[src/design/u2u_pkg.sv]
// Shared types for the UTF-8 to UTF-16 stream decoder.
// Holds the front-to-back request record, the code unit record and the
// back end phase encoding. No dependencies.
package u2u_pkg;

    // Width of the folded code point accumulator
    localparam int unsigned ACC_W = 31;

    // One request from the front end: an optional closed character (may
    // need a surrogate pair) followed by an optional single-unit character
    typedef struct packed {
        logic             a_valid;
        logic [ACC_W-1:0] a_value;
        logic [2:0]       a_count;
        logic             b_valid;
        logic [6:0]       b_value;
    } group_t;

    // One UTF-16 code unit as seen on the result side
    typedef struct packed {
        logic [15:0] code_unit;
        logic [2:0]  byte_count;
        logic        last_unit;
    } unit_t;

    // Back end position inside the request at the head of the queue
    typedef enum logic [1:0] {
        PH_START,
        PH_A_LOW,
        PH_B
    } phase_t;

endpackage

[src/design/u2u_fifo.sv]
// Small first-in first-out queue of registers with a combinational head.
// Used between front and back and on the result side. No package needed.
module u2u_fifo #(
    parameter int unsigned DEPTH = 4,
    parameter int unsigned WIDTH = 8
) (
    input  logic             clk,
    input  logic             rst_n,
    input  logic             wr_en,
    input  logic [WIDTH-1:0] wr_data,
    input  logic             rd_en,
    output logic [WIDTH-1:0] rd_data,
    output logic             full,
    output logic             empty
);
    localparam int unsigned AW = (DEPTH > 1) ? $clog2(DEPTH) : 1;
    localparam int unsigned CW = $clog2(DEPTH + 1);
    localparam logic [AW-1:0] LAST_PTR = AW'(DEPTH - 1);
    localparam logic [CW-1:0] FULL_CNT = CW'(DEPTH);

    logic [WIDTH-1:0] mem [DEPTH];
    logic [AW-1:0]    wr_ptr_reg, wr_ptr_next;
    logic [AW-1:0]    rd_ptr_reg, rd_ptr_next;
    logic [CW-1:0]    count_reg, count_next;
    logic             do_wr, do_rd;

    assign full    = (count_reg == FULL_CNT);
    assign empty   = (count_reg == '0);
    assign do_wr   = wr_en && !full;
    assign do_rd   = rd_en && !empty;
    assign rd_data = mem[rd_ptr_reg];

    // Advance pointers with wrap and track occupancy
    always_comb
    begin
        wr_ptr_next = wr_ptr_reg;
        rd_ptr_next = rd_ptr_reg;
        count_next  = count_reg;
        if (do_wr)
        begin
            wr_ptr_next = (wr_ptr_reg == LAST_PTR) ? '0 : wr_ptr_reg + AW'(1);
        end
        if (do_rd)
        begin
            rd_ptr_next = (rd_ptr_reg == LAST_PTR) ? '0 : rd_ptr_reg + AW'(1);
        end
        if (do_wr && !do_rd)
        begin
            count_next = count_reg + CW'(1);
        end
        else if (do_rd && !do_wr)
        begin
            count_next = count_reg - CW'(1);
        end
    end

    always_ff @(posedge clk or negedge rst_n)
    begin
        if (!rst_n)
        begin
            wr_ptr_reg <= '0;
            rd_ptr_reg <= '0;
            count_reg  <= '0;
        end
        else
        begin
            wr_ptr_reg <= wr_ptr_next;
            rd_ptr_reg <= rd_ptr_next;
            count_reg  <= count_next;
        end
    end

    // Store the entry
    always_ff @(posedge clk)
    begin
        if (do_wr)
        begin
            mem[wr_ptr_reg] <= wr_data;
        end
    end

endmodule

[src/design/u2u_front.sv]
// Front end: classifies each byte, folds continuations and emits requests.
// Depends on u2u_pkg for the request record.
module u2u_front (
    input  logic            clk,
    input  logic            rst_n,
    input  logic            accept,
    input  logic [7:0]      in_byte,
    input  logic            doc_end,
    output logic            req_push,
    output u2u_pkg::group_t req
);
    import u2u_pkg::*;

    // Count consecutive ones from bit 5 downward
    function automatic logic [2:0] lead_run(input logic [7:0] b);
        logic [2:0] run;
        logic       stop;
        run  = '0;
        stop = 1'b0;
        for (int i = 5; i >= 0; i--)
        begin
            if (!stop && b[i])
            begin
                run = run + 3'd1;
            end
            else
            begin
                stop = 1'b1;
            end
        end
        return run;
    endfunction

    logic [ACC_W-1:0] acc_reg, acc_next;
    logic [2:0]       pending_reg, pending_next;
    logic [2:0]       taken_reg, taken_next;

    logic             is_cont;
    logic             open_char;
    logic [2:0]       run;
    logic             long_lead;
    logic [7:0]       lead_mask;
    logic [4:0]       payload;
    logic [ACC_W-1:0] acc_fold;
    logic [2:0]       taken_inc;

    assign is_cont   = (in_byte[7:6] == 2'b10);
    assign open_char = (pending_reg != 3'd0);
    assign run       = lead_run(in_byte);
    assign long_lead = (run >= 3'd5);
    assign lead_mask = 8'h3F >> (run + 3'd1);
    assign payload   = long_lead ? 5'd0 : 5'(in_byte & lead_mask);
    assign acc_fold  = {acc_reg[ACC_W-7:0], in_byte[5:0]};
    assign taken_inc = taken_reg + 3'd1;

    // Decode the byte against the open character
    always_comb
    begin
        acc_next     = acc_reg;
        pending_next = pending_reg;
        taken_next   = taken_reg;
        req          = '0;
        if (accept)
        begin
            if (open_char && is_cont)
            begin
                // Fold six bits; close when complete or at document end
                acc_next     = acc_fold;
                taken_next   = taken_inc;
                pending_next = pending_reg - 3'd1;
                if (pending_reg == 3'd1 || doc_end)
                begin
                    req.a_valid  = 1'b1;
                    req.a_value  = acc_fold;
                    req.a_count  = taken_inc;
                    acc_next     = '0;
                    pending_next = '0;
                    taken_next   = '0;
                end
            end
            else
            begin
                // Close any open character early
                req.a_valid  = open_char;
                req.a_value  = acc_reg;
                req.a_count  = taken_reg;
                acc_next     = '0;
                pending_next = '0;
                taken_next   = '0;
                if (!in_byte[7])
                begin
                    req.b_valid = 1'b1;
                    req.b_value = in_byte[6:0];
                end
                else if (doc_end)
                begin
                    req.b_valid = 1'b1;
                    req.b_value = 7'(payload);
                end
                else
                begin
                    acc_next     = ACC_W'(payload);
                    taken_next   = 3'd1;
                    pending_next = long_lead ? 3'd6 : run + 3'd1;
                end
            end
        end
    end

    assign req_push = req.a_valid || req.b_valid;

    always_ff @(posedge clk or negedge rst_n)
    begin
        if (!rst_n)
        begin
            acc_reg     <= '0;
            pending_reg <= '0;
            taken_reg   <= '0;
        end
        else
        begin
            acc_reg     <= acc_next;
            pending_reg <= pending_next;
            taken_reg   <= taken_next;
        end
    end

endmodule

[src/design/u2u_back.sv]
// Back end: expands each request into UTF-16 code units, one per cycle
// while unit_full is low. Uses u2u_pkg request, unit and phase types.
module u2u_back (
    input  logic            clk,
    input  logic            rst_n,
    input  logic            req_empty,
    input  u2u_pkg::group_t req,
    output logic            req_pop,
    input  logic            unit_full,
    output logic            unit_push,
    output u2u_pkg::unit_t  unit
);
    import u2u_pkg::*;

    localparam logic [15:0] HIGH_BASE  = 16'hD800;
    localparam logic [15:0] LOW_BASE   = 16'hDC00;
    localparam logic [15:0] PLANE_HIGH = 16'h0040;

    phase_t      phase_reg, phase_next;
    logic        emit;
    logic        pair;
    logic        done;
    logic [15:0] high_unit;
    logic [15:0] low_unit;

    assign emit      = !req_empty && !unit_full;
    assign pair      = |req.a_value[ACC_W-1:16];
    assign high_unit = HIGH_BASE + (req.a_value[25:10] - PLANE_HIGH);
    assign low_unit  = LOW_BASE + {6'd0, req.a_value[9:0]};

    // Advance through the units of the head request
    always_comb
    begin
        phase_next = phase_reg;
        if (emit)
        begin
            case (phase_reg)
                PH_START:
                begin
                    if (req.a_valid && pair)
                    begin
                        phase_next = PH_A_LOW;
                    end
                    else if (req.a_valid && req.b_valid)
                    begin
                        phase_next = PH_B;
                    end
                    else
                    begin
                        phase_next = PH_START;
                    end
                end
                PH_A_LOW:
                begin
                    phase_next = req.b_valid ? PH_B : PH_START;
                end
                PH_B:
                begin
                    phase_next = PH_START;
                end
                default:
                begin
                    phase_next = PH_START;
                end
            endcase
        end
    end

    // Select the unit for the current phase
    always_comb
    begin
        unit.code_unit  = {9'd0, req.b_value};
        unit.byte_count = 3'd1;
        unit.last_unit  = 1'b1;
        done            = 1'b1;
        case (phase_reg)
            PH_START:
            begin
                if (req.a_valid)
                begin
                    unit.byte_count = req.a_count;
                    if (pair)
                    begin
                        unit.code_unit = high_unit;
                        unit.last_unit = 1'b0;
                        done           = 1'b0;
                    end
                    else
                    begin
                        unit.code_unit = req.a_value[15:0];
                        done           = !req.b_valid;
                    end
                end
            end
            PH_A_LOW:
            begin
                unit.code_unit  = low_unit;
                unit.byte_count = req.a_count;
                done            = !req.b_valid;
            end
            PH_B:
            begin
                done = 1'b1;
            end
            default:
            begin
                done = 1'b1;
            end
        endcase
    end

    assign unit_push = emit;
    assign req_pop   = emit && done;

    always_ff @(posedge clk or negedge rst_n)
    begin
        if (!rst_n)
        begin
            phase_reg <= PH_START;
        end
        else
        begin
            phase_reg <= phase_next;
        end
    end

endmodule

[src/design/utf8_to_utf16_stream_decoder_top.sv]
// UTF-8 to UTF-16 stream decoder, top level.
// Throughput: one byte per cycle while the request queue is not full; the back end
// emits one code unit per cycle while the result queue has room, so a byte yielding
// up to three units holds the byte side once queues fill. Each request is queued,
// then its units are registered in the result queue and can be popped once shown.
// Reset: rst_n clears the open character and empties both queues.
module utf8_to_utf16_stream_decoder_top #(
    parameter int unsigned GROUP_DEPTH = 4,
    parameter int unsigned OUT_DEPTH   = 4
) (
    input  logic        clk,
    input  logic        rst_n,
    input  logic        push,
    output logic        full,
    input  logic [7:0]  in_byte,
    input  logic        doc_end,
    output logic        empty,
    input  logic        pop,
    output logic [15:0] code_unit,
    output logic [2:0]  byte_count,
    output logic        last_unit
);
    import u2u_pkg::*;

    logic   accept;
    logic   req_push;
    group_t req_in;
    group_t req_head;
    logic   req_empty;
    logic   req_pop;
    logic   unit_full;
    logic   unit_push;
    unit_t  unit_in;
    unit_t  unit_head;

    assign accept = push && !full;

    u2u_front u_front (
        .clk      (clk),
        .rst_n    (rst_n),
        .accept   (accept),
        .in_byte  (in_byte),
        .doc_end  (doc_end),
        .req_push (req_push),
        .req      (req_in)
    );

    // Hold requests between front and back
    u2u_fifo #(
        .DEPTH (GROUP_DEPTH),
        .WIDTH ($bits(group_t))
    ) u_req_q (
        .clk     (clk),
        .rst_n   (rst_n),
        .wr_en   (req_push),
        .wr_data (req_in),
        .rd_en   (req_pop),
        .rd_data (req_head),
        .full    (full),
        .empty   (req_empty)
    );

    u2u_back u_back (
        .clk       (clk),
        .rst_n     (rst_n),
        .req_empty (req_empty),
        .req       (req_head),
        .req_pop   (req_pop),
        .unit_full (unit_full),
        .unit_push (unit_push),
        .unit      (unit_in)
    );

    // Hold finished code units for the consumer
    u2u_fifo #(
        .DEPTH (OUT_DEPTH),
        .WIDTH ($bits(unit_t))
    ) u_unit_q (
        .clk     (clk),
        .rst_n   (rst_n),
        .wr_en   (unit_push),
        .wr_data (unit_in),
        .rd_en   (pop),
        .rd_data (unit_head),
        .full    (unit_full),
        .empty   (empty)
    );

    assign code_unit  = unit_head.code_unit;
    assign byte_count = unit_head.byte_count;
    assign last_unit  = unit_head.last_unit;

endmodule

[config.mk]
export PLATFORM = sky130hd
export DESIGN_NAME = utf8_to_utf16_stream_decoder_top
export DESIGN_NICKNAME = d
export VERILOG_FILES = /design/src/design/u2u_pkg.sv /design/src/design/u2u_fifo.sv /design/src/design/u2u_front.sv /design/src/design/u2u_back.sv /design/src/design/utf8_to_utf16_stream_decoder_top.sv
export SDC_FILE = /design/constraint.sdc
export NUM_CORES = 1
export LEC_CHECK = 0
export ABC_AREA = 1
export ABC_CLOCK_PERIOD_IN_PS = 5630
export BUFFER_PORTS_ARGS = -buffer_cell sky130_fd_sc_hd__buf_2
export CAP_MARGIN = 30
export CORE_MARGIN = 3
export CORE_UTILIZATION = 60
export CTS_BUF_LIST = sky130_fd_sc_hd__clkbuf_4 sky130_fd_sc_hd__clkbuf_8
export CTS_CLUSTER_DIAMETER = 50
export DETAILED_ROUTE_END_ITERATION = 16
export PLACE_DENSITY = 0.76
export RECOVER_POWER = 50
export SYNTH_ARGS = -nofsm -noshare
export SYNTH_HDL_FRONTEND = slang
export SYNTH_SLANG_ARGS = --single-unit
[constraint.sdc]
create_clock -name clk -period 5.63 [get_ports clk]
set_clock_uncertainty 0.05 [all_clocks]
set_input_delay 1.126 -clock clk [delete_from_list [all_inputs] [get_ports clk]]
set_output_delay 1.126 -clock clk [all_outputs]
set_load 0.1 [all_outputs]
# Yosys cells after proc, flatten, opt, wreduce, memory -nomap -nowiden

Memory sizes are Yosys's and may differ from the RTL's.
Index checks and enable logic that the tools add are counted.

Latch bits: 0
Bits in read-only memories: 0
Output and inout bits: 22
Memories: 2
Word-level logic and storage cells: 139
Bits in writable memories: 252
Register bits: 53

Memories:

| memory       | depth | bits a word | read ports | clocked after memory_dff | write ports | RTL line       | source |
|---|---|---|---|---|---|---|---|
| u_req_q.mem  | 4     | 43          | 1          | 0                        | 1           | u2u_fifo.sv:21 | `logic [WIDTH-1:0] mem [DEPTH];` |
| u_unit_q.mem | 4     | 20          | 1          | 0                        | 1           | u2u_fifo.sv:21 |  |

Div/mod/pow operators: 0
Multiply operators: 0
Reduce and logical (&&, ||, !) cells: 41
Shift operators: 1
Magnitude comparators: 1
Add/subtract/negate cells: 19
Eq/ne operators: 9
Bitwise operators: 1
Multiplexer cells: 55

Operators by type and width:

| operator                                           | number |
|---|---|
| 2-to-1 mux 35 bit                                  | 2 |
| 2-to-1 mux 31 bit                                  | 2 |
| 2-to-1 mux 3 bit                                   | 16 |
| 2-to-1 mux 43 bit                                  | 1 |
| case mux 19 bit (2 select lines)                   | 1 |
| adder 3 x 1 -> 3 bit, second input constant        | 9 |
| 2-to-1 mux 8 bit                                   | 3 |
| 2-to-1 mux 20 bit                                  | 1 |
| logical AND 1 bit                                  | 19 |
| adder 15 x 11 -> 16 bit, first input constant      | 1 |
| adder 16 bit, first input constant                 | 1 |
| 2-to-1 mux 1 bit                                   | 16 |
| 2-to-1 mux 16 bit                                  | 1 |
| subtractor 16 x 7 -> 16 bit, second input constant | 1 |
| 2-to-1 mux 5 bit                                   | 3 |
| OR reduction 15 bit                                | 1 |
| 2-to-1 mux 2 bit                                   | 7 |
| logical NOT 1 bit                                  | 13 |
| equality test 2 bit, second input constant         | 5 |
| subtractor 3 x 1 -> 3 bit, second input constant   | 3 |
| adder 2 x 1 -> 2 bit, second input constant        | 4 |
| equality test 3 bit, second input constant         | 2 |
| logical NOT 3 bit                                  | 2 |
| right shift 6 x 3 -> 5 bit, first input constant   | 1 |
| other kinds (10)                                   | 12 |

# Longest topological paths before layout

Word-level depth: 28
Depth in mapped cells: 22

# Modules after synthesis

A second synthesis with hierarchy kept.

Cells, all modules: 1,378
Area total of the unflattened synthesis: 14,446.4 um2

By module, submodules not included:

| module                           | instances | sequential area each (um2) | area each (um2) | cells each |
|---|---|---|---|---|
| u2u_fifo at u_req_q              | 1         | 5,340.1                    | 7,225.7         | 562 |
| u2u_fifo at u_unit_q             | 1         | 2,577.5                    | 3,673.5         | 294 |
| u2u_front                        | 1         | 925.9                      | 2,496.1         | 315 |
| u2u_back                         | 1         | 50.0                       | 1,041.0         | 205 |
| utf8_to_utf16_stream_decoder_top | 1         | 0.0                        | 10.0            | 2 |

# Worst setup path after synthesis

Ideal clock, no wire load.

Kind: input to register
Start: input in_byte[6]
End: memory u_req_q.mem[3][0] (netlist name) (enable)
Buffers on the path: 0
Slack: 1.268 ns
Cell stages on the path: 8
Data arrival time: 3.869 ns
Data required time: 5.137 ns
Cell sequence: inv_1 nand3_1 inv_1 nor3_2 inv_1 nand2_1 inv_1 nor2_1

RTL lines:

| what        | RTL line                               | source |
|---|---|---|
| from (decl) | utf8_to_utf16_stream_decoder_top.sv:15 | `input logic [7:0] in_byte,` |
| to (decl)   | u2u_fifo.sv:21                         |  |

==> run_results.csv <==
group,metric,value,unit
die,die_y,157,um
place,dp_hpwl,18.4,mm
final_layout,layout-drive-gt1-share,11.3,%
detailed_routing,ant_nets,0,
yosys,synthFlopType,"edfxtp_1",
die,die_x,157,um
timing,finalSetupViolCount,0,
cts,cts_setup_buffers,0,
run_status,violations,"capacitance limit, slew limit",
cts,clk_latency,560,ps
final_layout,syn2layout_area_growth,10.0,%
worst_setup_path,required,5840,ps
detailed_routing,drt_iter0_drc,817,
timing,fin_crit_sh,78.1,%
final_layout,layout_common_cells,"296 x nand2_1, 252 x edfxtp_1, 182 x nor2_1",
grt,grt_pass1_vias,9016,
cts,cts_root_buf,"clkbuf_8",
worst_setup_path,start_kind,"flip-flop",
worst_setup_path,critPathBufInv,4,
cts,clockBufferDepth,3,
detailed_routing,route.detailed.drc,0,
worst_setup_path,worstPathCellList,"inv_1 -> ha_1 -> nand2_1 -> nand3_1 -> clkbuf_1 -> nor2_1 -> nor2_1 -> clkinv_1 -> clkbuf_1 -> a211oi_1",
yosys,synth_nets,1339,
worst_setup_path,cpLargestDelayFamily,"buffers and inverters",
yosys,synth_seq_cells,305,
yosys,synthesis.instances,1301,
worst_setup_path,crit_type,"reg2reg",
grt,grt_pass1_wl,47.1,mm
yosys,syn_area,13700,sq um
timing,finalMaxSlewViolations,197,
timing,grt_setup_unrepaired,"no",
detailed_routing,firstDrtPassIters,5,
yosys,synth_edf_count,252,
worst_setup_path,max_stage_delay,1160,ps
final_layout,final_common_cell,"nand2_1",
detailed_routing,drt-total-wl,29.7,mm
grt,grtUsageTotal,24.4,%
die,io_pins,35,
detailed_routing,wl_per_cell,17.9,um
cts,htree_levels,2,
worst_setup_path,slowest_stage,"clkbuf_1",
hold_path,min_path_type,"reg2reg",
worst_setup_path,endpoint_kind,"flip-flop",
grt,grt_max_degree,87,
detailed_routing,avgViaCountPerCell,5.71,
timing,setup_tns,0,ps
run_status,outcome,"finished with violations",
final_layout,layout.nets,1382,
die,core,22100,sq um
final_layout,antennaDiodeCount,0,
yosys,synth_cell_types,39,
timing,slew_headroom,-113,%
yosys,synthArstFlopShare,17.4,%
cts,cts_tree,"built",
job,timing.max_cap.violations,5,
place,gp_congestion,0.864,
yosys,ys_warn_count,0,
yosys,yosys.area.top_type,"edfxtp_1",
place,io_buffers,34,
timing,period_minus_slack,4400,ps
die,initial_core_util,62.0,%
worst_setup_path,worstPathArrival,4600,ps
detailed_routing,vias,9471,
final_layout,largest_reg_flops,172,
worst_setup_path,worstPathMaxFanout,32,
die,die-area,24700,sq um
cts,cts_buffers,49,
cts,cts_hold_buffers,0,
timing,finalHoldViolCount,0,
yosys,avgSynthCellArea,10.5,sq um
yosys,ys_seq_area_share,65.0,%
yosys,ys_top_cells_by_area,"edfxtp_1 55%, dfrtp_1 9.7%, nand2_1 8.1%, nor2_1 5.0%, nand3_1 3.3%",
timing,worst_pin_slew,3200,ps
cts,cts_sinks,305,
grt,antenna_found_initial,0,
die,rows,54,
cts,post_cts_resized,0,
timing,max_freq,0.227,GHz
grt,overflow,0,
yosys,yosys.area.top_type_share,55.3,%
cts,clk_pin_slew,60,ps
## final timing paths
| path | start | endpoint | slack (ps) | cells past startpoint |
|---|---|---|---|---|
| setup / recovery | u_front.pending_reg[0] | u_req_q.mem[2][13] | 1230 | 10 |
| hold / removal | u_front.acc_reg[28] | u_front.acc_reg[28] | 430 | 2 |
| setup reg to reg | u_front.pending_reg[0] | u_req_q.mem[2][13] | 1230 | 10 |
| hold reg to reg | u_front.acc_reg[28] | u_front.acc_reg[28] | 430 | 2 |
| max in group asynchronous | rst_n | u_req_q.rd_ptr_reg[0] | 1810 | 2 |
| min in group asynchronous | rst_n | u_front.acc_reg[4] | 1680 | 2 |
## area by class of cell
type / count / area (sq um)
Clock buffer: 78 / 936
Timing Repair Buffer: 56 / 328
Clock inverter: 9 / 68.8
Multi-Input combinational cell: 854 / 4190
Sequential cell: 305 / 8890
Fill cell: 1624 / 7040
Inverter: 78 / 293
Tap cell: 280 / 350
## worst reg2reg max path, stage by stage (launching register included)
cell	delay, ps
dfrtp_1	400
inv_1	110
ha_1	150
nand2_1	100
nand3_1	80
clkbuf_1	1160
nor2_1	180
nor2_1	240
clkinv_1	300
clkbuf_1	610
a211oi_1	740
## routing by layer
metal	up-vias	wire length, um	share of wire, %	global-route usage, %
met3	62	2080	7.0	3.49
met4	0	746	2.5	8.22
li1	4588	-	-	-
met2	352	13900	47	39.3
met1	4469	13000	44	34.7
met5	-	0	0	0
## Yosys cell counts, drive strengths merged, types with 3 or more instances
| master | instances |
|---|---|
| a211oi | 9 |
| a21oi | 53 |
| a32o | 20 |
| buf | 38 |
| clkbuf | 26 |
| clkinv | 3 |
| dfrtp | 53 |
| edfxtp | 252 |
| ha | 23 |
| inv | 75 |
| nand2 | 304 |
| nand3 | 92 |
| nand4 | 5 |
| nor2 | 190 |
| nor3 | 34 |
| o21ai | 74 |
| o22ai | 31 |
| or2 | 3 |
| xnor2 | 4 |
| xor2 | 4 |
## through the flow
stage / instances / hold slack (ps) / area [sq um] / util [%] / setup WS [ps]
4_1_cts: 1660 / 432 / 15100 / 68.4 / 1730
6_report: 1660 / 430 / 15100 / 68.2 / 1230
2_1_floorplan: 1301 / 400 / 13700 / - / 1270
3_3_place_gp: 1572 / 414 / 14100 / 63.7 / 1860
5_1_grt: 1660 / 459 / 15100 / 68.2 / 917
3_5_place_dp: 1573 / 416 / 14100 / 63.9 / 1730
## cell families (layout without fill, tap and decap cells)
kind of cell,after synthesis,in the layout,share of synthesized area (%)
AO/OA/AOI/OAI,190,190,8.24
XOR/XNOR,8,8,0.512
adder cells (fa/ha/maj),25,25,2.39
buffers and inverters,142,221,4.54
flip-flops,305,305,65.0
multiplexers,2,2,0.165
AND/OR/NAND/NOR,629,629,19.2
Power is left out: the tool's default activity adds up to more than one toggle a clock period on the data nets, which glitch-free logic cannot reach.
